`config.mk`:
```
export PLATFORM = sky130hd
export DESIGN_NAME = stepper_half_step_positioner
export DESIGN_NICKNAME = d
export VERILOG_FILES = /design/src/rtl/shsp_pkg.sv /design/src/rtl/stepper_half_step_positioner.sv
export SDC_FILE = /design/constraint.sdc
export NUM_CORES = 1
export LEC_CHECK = 0
export ABC_AREA = 0
export BUFFER_PORTS_ARGS = -buffer_cell sky130_fd_sc_hd__buf_2
export CAP_MARGIN = 0
export CORE_UTILIZATION = 50
export DETAILED_ROUTE_END_ITERATION = 16
export GPL_TIMING_DRIVEN = 0
export PLACE_DENSITY = 0.77
export SKIP_LAST_GASP = 1
export SYNTH_ARGS = -nofsm -noshare
export SYNTH_HDL_FRONTEND = slang
export SYNTH_SLANG_ARGS = --single-unit
```
`constraint.sdc`:
```
create_clock -name i_clk -period 7.47 [get_ports i_clk]
set_input_delay 1.1205 -clock i_clk [delete_from_list [all_inputs] [get_ports i_clk]]
set_output_delay 1.1205 -clock i_clk [all_outputs]
set_load 0.005 [all_outputs]
```
`src/rtl/shsp_pkg.sv`:
```
// ----------------------------------------------------------------------------
// Half-step positioner package
// Field widths, register indexes and the eight-entry half-step coil table.
// ----------------------------------------------------------------------------
package shsp_pkg;

    localparam int unsigned TARGET_W  = 12;
    localparam int unsigned COIL_W    = 4;
    localparam int unsigned PHASE_W   = 3;
    localparam int unsigned COUNT_W   = 16;
    localparam int unsigned CFG_IDX_W = 1;

    typedef logic [COUNT_W-1:0]   t_count;
    typedef logic [COIL_W-1:0]    t_coil;
    typedef logic [PHASE_W-1:0]   t_phase;
    typedef logic [CFG_IDX_W-1:0] t_cfg_idx;

    localparam t_cfg_idx CFG_STEP_PERIOD  = 1'b0;
    localparam t_cfg_idx CFG_EXCITE_TICKS = 1'b1;

    localparam t_count STEP_PERIOD_RST  = 16'd10;
    localparam t_count EXCITE_TICKS_RST = 16'd500;
    localparam t_count COUNT_MAX        = 16'hffff;

    // Coil pattern of one half-step phase, bit 0 is coil A.
    function automatic t_coil half_step_coils(input t_phase phase);
        t_coil coils;
        case (phase)
            3'd0: coils = 4'h8;
            3'd1: coils = 4'hc;
            3'd2: coils = 4'h4;
            3'd3: coils = 4'h6;
            3'd4: coils = 4'h2;
            3'd5: coils = 4'h3;
            3'd6: coils = 4'h1;
            default: coils = 4'h9;
        endcase
        return coils;
    endfunction

endpackage

```
`src/rtl/stepper_half_step_positioner.sv`:
```
// ----------------------------------------------------------------------------
// Stepper half-step positioner
// Drives the four coils of a unipolar stepper in half steps toward a target.
// ----------------------------------------------------------------------------
// Each item passes the input register, then the result register. Throughput:
// one item per cycle while i_stall is low, set by the single update of the
// motor state registers that each item performs.
// Reset (synchronous, active low): position, phase and counters clear, the coils
// are off, step_period returns to 10 and excite_ticks to 500, both stages empty.
module stepper_half_step_positioner #(
    parameter int unsigned POSITION_BITS = 12
) (
    input  logic                             i_clk,
    input  logic                             i_rst_n,
    // Configuration write port
    input  logic                             i_cfg_we,
    input  shsp_pkg::t_cfg_idx               i_cfg_idx,
    input  shsp_pkg::t_count                 i_cfg_wdata,
    // Input channel
    input  logic                             i_valid,
    output logic                             o_stall,
    input  logic [shsp_pkg::TARGET_W-1:0]    i_target_position,
    // Result channel
    output logic                             o_valid,
    input  logic                             i_stall,
    output logic [shsp_pkg::COIL_W-1:0]      o_coil_pattern,
    output logic [shsp_pkg::TARGET_W-1:0]    o_position,
    output logic                             o_moving
);

    // Configuration registers; the user writes them only while the block is idle, the block itself does not enforce it.
    shsp_pkg::t_count r_step_period;
    shsp_pkg::t_count r_excite_ticks;

    always_ff @(posedge i_clk) begin
        if (!i_rst_n) begin
            r_step_period  <= shsp_pkg::STEP_PERIOD_RST;
            r_excite_ticks <= shsp_pkg::EXCITE_TICKS_RST;
        end else if (i_cfg_we) begin
            unique case (i_cfg_idx)
                shsp_pkg::CFG_STEP_PERIOD:  r_step_period  <= i_cfg_wdata;
                shsp_pkg::CFG_EXCITE_TICKS: r_excite_ticks <= i_cfg_wdata;
                default: ;
            endcase
        end
    end

    // Handshake. The input register moves into the result stage whenever the
    // result register is empty or its item is being taken this cycle; the input
    // register itself accepts a new item when it is empty or is moving on.
    logic r_in_vld;
    logic r_out_vld;
    logic out_ready;
    logic advance;
    logic in_ready;
    logic in_accept;

    assign out_ready = !r_out_vld || !i_stall;
    assign advance   = r_in_vld && out_ready;
    assign in_ready  = !r_in_vld || advance;
    assign in_accept = i_valid && in_ready;
    assign o_stall   = !in_ready;
    assign o_valid   = r_out_vld;

    always_ff @(posedge i_clk) begin
        if (!i_rst_n) begin
            r_in_vld  <= 1'b0;
            r_out_vld <= 1'b0;
        end else begin
            if (in_ready) begin
                r_in_vld <= i_valid;
            end
            if (out_ready) begin
                r_out_vld <= r_in_vld;
            end
        end
    end

    // Input register holds the target of the item in flight.
    logic [shsp_pkg::TARGET_W-1:0] r_target;

    always_ff @(posedge i_clk) begin
        if (in_accept) begin
            r_target <= i_target_position;
        end
    end

    // Motor state.
    logic [POSITION_BITS-1:0] r_position;
    shsp_pkg::t_phase         r_phase;
    shsp_pkg::t_count         r_excite_cnt;
    shsp_pkg::t_count         r_interval_cnt;
    shsp_pkg::t_coil          r_coils;

    logic [POSITION_BITS-1:0] n_position;
    shsp_pkg::t_phase         n_phase;
    shsp_pkg::t_count         n_excite_cnt;
    shsp_pkg::t_count         n_interval_cnt;
    shsp_pkg::t_coil          n_coils;

    logic [POSITION_BITS-1:0]      target;
    logic [shsp_pkg::TARGET_W-1:0] pos_field;
    shsp_pkg::t_count              excite_inc;
    shsp_pkg::t_count              interval_inc;

    // The 12-bit target is fitted to the position width: zero fill above,
    // truncation below. The position output is fitted back the same way.
    always_comb begin
        target    = '0;
        pos_field = '0;
        for (int i = 0; i < POSITION_BITS; i++) begin
            if (i < shsp_pkg::TARGET_W) begin
                target[i] = r_target[i];
            end
        end
        for (int i = 0; i < shsp_pkg::TARGET_W; i++) begin
            if (i < POSITION_BITS) begin
                pos_field[i] = n_position[i];
            end
        end
    end

    // One tick of the positioner. The excitation counter saturates, the
    // interval counter wraps. At the target the coils go off and the hold
    // starts over. Away from it, the present phase is held until the hold time
    // has elapsed; after that a half step is taken each time the interval
    // counter reaches the step period. Moving up walks the phase downward.
    always_comb begin
        excite_inc   = (r_excite_cnt == shsp_pkg::COUNT_MAX) ?
                       r_excite_cnt : r_excite_cnt + 1'b1;
        interval_inc = r_interval_cnt + 1'b1;

        n_position     = r_position;
        n_phase        = r_phase;
        n_excite_cnt   = excite_inc;
        n_interval_cnt = interval_inc;
        n_coils        = r_coils;

        if (r_position == target) begin
            n_excite_cnt = '0;
            n_coils      = '0;
        end else if (excite_inc < r_excite_ticks) begin
            n_coils        = shsp_pkg::half_step_coils(r_phase);
            n_interval_cnt = '0;
        end else if (interval_inc >= r_step_period) begin
            n_interval_cnt = '0;
            if (target > r_position) begin
                n_phase    = r_phase - 1'b1;
                n_position = r_position + 1'b1;
            end else begin
                n_phase    = r_phase + 1'b1;
                n_position = r_position - 1'b1;
            end
            n_coils = shsp_pkg::half_step_coils(n_phase);
        end
    end

    always_ff @(posedge i_clk) begin
        if (!i_rst_n) begin
            r_position     <= '0;
            r_phase        <= '0;
            r_excite_cnt   <= '0;
            r_interval_cnt <= '0;
            r_coils        <= '0;
        end else if (advance) begin
            r_position     <= n_position;
            r_phase        <= n_phase;
            r_excite_cnt   <= n_excite_cnt;
            r_interval_cnt <= n_interval_cnt;
            r_coils        <= n_coils;
        end
    end

    // Result register, loaded together with the state update.
    shsp_pkg::t_coil               r_out_coils;
    logic [shsp_pkg::TARGET_W-1:0] r_out_position;
    logic                          r_out_moving;

    always_ff @(posedge i_clk) begin
        if (advance) begin
            r_out_coils    <= n_coils;
            r_out_position <= pos_field;
            r_out_moving   <= (n_position != target);
        end
    end

    assign o_coil_pattern = r_out_coils;
    assign o_position     = r_out_position;
    assign o_moving       = r_out_moving;

endmodule

```
==> results.py <==
metrics = {
    "global_route": {
        "top_usage_layer": "met2",
        "grt_max_degree": 18,
        "antenna_found_initial": 0,
        "overflow": 0,
        "grtUsageMet1": 0.356,
        "met3_usage": 0.0585,
        "grtUsageTotal": 0.256,
        "grt_pass1_vias": 5881,
        "grt_use_met2": 0.380,
        "grt_first_pass_wirelength_mm": 29.1,
    },
    "yosys": {
        "syn_nets": 937,
        "synth_mux_area_frac": 0.00576,
        "synth_xor_xnor_area_share": 0.0550,
        "netlist_instances": 841,
        "yosysSeqAreaShare": 0.359,
        "yosysWarnings": 0,
        "synth-edff-count": 29,
        "synthAdderAreaFrac": 0.109,
        "ys_async_sr_fraction": 0,
        "synth_ff_type": "dfxtp_1",
        "syn-cell-area_um2": 7160,
        "ys_ff_latch": 114,
        "ys_types": 74,
        "synth_top_family_by_area": "compound AO/OA/AOI/OAI gates",
        "avgSynthCellArea_um2": 8.52,
        "synth-compound-area-share": 0.216,
        "synthSimpleGateAreaFrac": 0.199,
    },
    "final_layout": {
        "fillCellCount": 1233,
        "fin_cells": 1105,
        "num_antenna_cells": 0,
        "syn_to_final_growth_pct": 15.4,
        "drive_gt1_frac": 0.124,
        "layout.nets": 1008,
        "final_area_um2": 8270,
    },
    "worst_setup_path": {
        "rrSetupSlack_ns": 1.88,
        "r2r_cells": 18,
        "worstPathArrival_ns": 5.72,
        "path_class": "flop to flop",
        "r2r-end": "o_moving$_DFFE_PP_",
        "cp.required_ns": 7.60,
        "start_kind": "flop",
        "endpoint_kind": "flop",
        "path_max_fanout": 11,
        "rr_startpoint": "r_position[7]$_SDFFE_PN0P_",
    },
    "drt": {
        "drtIter0Drc": 415,
        "postRouteAntennaNets": 0,
        "drc": 0,
        "via_per_inst": 5.72,
        "drtPass1Iterations": 5,
        "dr_total_vias": 6318,
        "wl_per_cell_um": 16.0,
        "wirelength_mm": 17.7,
    },
    "sta": {
        "hold_slack_ns": 0.453,
        "rsz0062_at_grt": "no",
        "setup_ws_ns": 1.88,
        "final_hold_viol_count": 0,
        "final.setup_skew_ns": 0.00720,
        "post-route-min-period_ns": 5.59,
        "setup_viol_count_final": 0,
        "relSlewSlack": 0.394,
        "tightest_slew_ns": 0.907,
        "tns_ns": 0,
        "min_period_over_period": 0.748,
        "slew_viol_final": 0,
        "fmaxAchievable_ghz": 0.179,
    },
    "clock_network": {
        "cts_tree": "yes",
        "post_cts_buffers": 0,
        "clk_latency_ns": 0.42,
        "cts.reportedPaths.clkPinSlew_ns": 0.05,
        "cts_resized": 0,
        "numCtsBuffers": 17,
        "h-tree-depth": 4,
        "numClockSinks": 114,
        "cts_buffer_depth": 2,
        "root_buffer": "clkbuf_16",
        "cts_hold_buf": 0,
    },
    "placed_design": {
        "io_buffers": 51,
        "place_area_um2": 7660,
        "place_ws_ns": 2.05,
        "place.gp.congestion": 0.929,
        "hpwlAfterDp_mm": 13.3,
        "dp_cells": 1073,
    },
    "floorplan": {
        "dieWidth_um": 122,
        "core_um2": 13900,
        "io-pin-count": 53,
        "fp-row-count": 43,
        "fp.dieArea_um2": 14800,
        "start_util": 0.514,
        "die_y_um": 122,
    },
    "min_path": {
        "hold_end": "r_step_period[13]$_SDFFE_PN0P_",
        "hold_start": "r_step_period[13]$_SDFFE_PN0P_",
        "holdPathStages": 2,
        "hold_class": "flop to flop",
    },
    "power_and_ir_drop": {
        "leakagePower_nw": 3.42,
        "power_density_nw_per_um2": 195,
        "ir_worst_vdd_mv": 0.164,
    },
    "run_status": {
        "status": "finished, final reports clean",
    },
    "job": {
        "drv_cap": 0,
    },
}
-- synth_stat cells (3+ instances only) --
master	count	area (µm²)
o22ai_1	3	18.8
a221o_1	5	50.1
buf_4	3	22.5
and3_1	14	87.6
nor3_1	16	80.1
xnor2_1	27	236
nand2_1	125	469
or3_1	5	31.3
o221a_1	3	33.8
o21bai_1	3	22.5
a21o_1	9	67.6
xor2_1	18	158
o211ai_1	10	75.1
buf_2	6	30.0
a22oi_1	15	113
inv_1	61	229
and2_1	4	25.0
ha_1	61	763
mux2i_1	3	30.0
a211oi_2	3	37.5
nor2_1	66	248
dfxtp_1	85	1700
edfxtp_1	29	871
o211a_1	9	90.1
a211oi_1	12	90.1
o31ai_1	4	30.0
nand4_1	8	50.1
nand3_1	25	125
a311oi_1	5	43.8
nand2b_1	7	43.8
nor2b_1	7	43.8
a21boi_0	21	158
a31oi_1	9	56.3
and4_1	4	35.0
a21oi_1	47	235
clkbuf_1	27	101
o2111ai_1	5	43.8
a41oi_1	4	35.0
o21ai_0	30	150
-- cell usage in the layout (no fill, tap or decap), types with 10 or more instances in the layout --
master and count:
nand2_1 125, clkbuf_16 18, buf_2 57, nor3_1 16, nor2_1 66, a21oi_1 47, inv_1 61, edfxtp_1 29
ha_1 61, a211oi_1 12, xor2_1 18, clkbuf_1 28, and3_1 14, o21ai_0 30, a22oi_1 15, o211ai_1 10
xnor2_1 27, a21boi_0 21, dfxtp_1 85, nand3_1 25
-- layout make-up --
type | count | area [µm²] | share of cell area
clock inverters | 9 | 98.8 | 0.0120
inverters | 62 | 233 | 0.0281
multi-input cells | 628 | 4190 | 0.507
flip-flops and latches | 114 | 2570 | 0.311
well taps | 180 | 225 | 0.0272
clock buffers | 23 | 509 | 0.0616
plain buffers | 37 | 165 | 0.0200
repair buffers | 52 | 270 | 0.0327
-- per-layer routing --
metal / routed length, µm / vias up
met1: 8650 / 2958
met3: 1080 / 32
li1: - / 3144
met2: 7500 / 184
met4: 439 / 0
met5: 0 / -
-- worst max-delay path by stage --
stage | start | end | slack, ns
after global routing | r_target[9]$_DFFE_PP_ | o_moving$_DFFE_PP_ | 1.47
after detailed placement | r_target[10]$_DFFE_PP_ | o_moving$_DFFE_PP_ | 2.05
after CTS | r_target[9]$_DFFE_PP_ | o_moving$_DFFE_PP_ | 2.02
after floorplan | r_target[10]$_DFFE_PP_ | o_moving$_DFFE_PP_ | 2.92
after global placement | r_target[10]$_DFFE_PP_ | o_moving$_DFFE_PP_ | 2.07
final | r_position[7]$_SDFFE_PN0P_ | o_moving$_DFFE_PP_ | 1.88
-- where the power goes --
| part | switching [mW] | internal, mW | total [mW] |
|---|---|---|---|
| logic | 0.0753 | 0.0442 | 0.119 |
| clock network | 0.285 | 0.542 | 0.827 |
| registers | 0.0112 | 0.651 | 0.663 |
| total | 0.372 | 1.24 | 1.61 |
-- critical path: stages, from the launching register on --
cell	delay (ns)
dfxtp_1	0.48
inv_1	0.08
ha_1	0.30
and2_1	0.17
and4_1	0.22
and4_1	0.19
buf_2	0.20
a31oi_1	0.34
clkbuf_1	0.40
inv_1	0.33
ha_1	0.42
nor2b_1	0.17
o2111ai_1	0.33
a41oi_1	0.18
or3b_2	0.48
a311oi_1	0.31
a31oi_1	0.13
a2111oi_1	0.36
nand3_1	0.20
-- per-stage QoR --
step	utilization	power, mW
finish	0.593	1.61
global route	0.593	1.67
CTS	0.593	1.62
detailed placement	0.550	0.793
global placement	0.549	0.790
floorplan	-	0.748
-- sequential cells by signal (all words and copies together), names as in the netlist --
name            count
r_coils             4
o_position         12
r_phase             3
r_target           12
o_moving            1
r_interval_cnt     16
r_in_vld            1
r_excite_ticks     16
r_step_period      16
o_coil_pattern      4
r_position         12
r_excite_cnt       16
o_valid             1
-- kinds of logic after synthesis --
family          count (synthesis)
compound gates                217
flops                         114
simple gates                  300
mux                             4
buf+inv                        99
xor+xnor                       45
fa+ha+maj                      62
No activity file was read; power rests on OpenSTA's default activity.
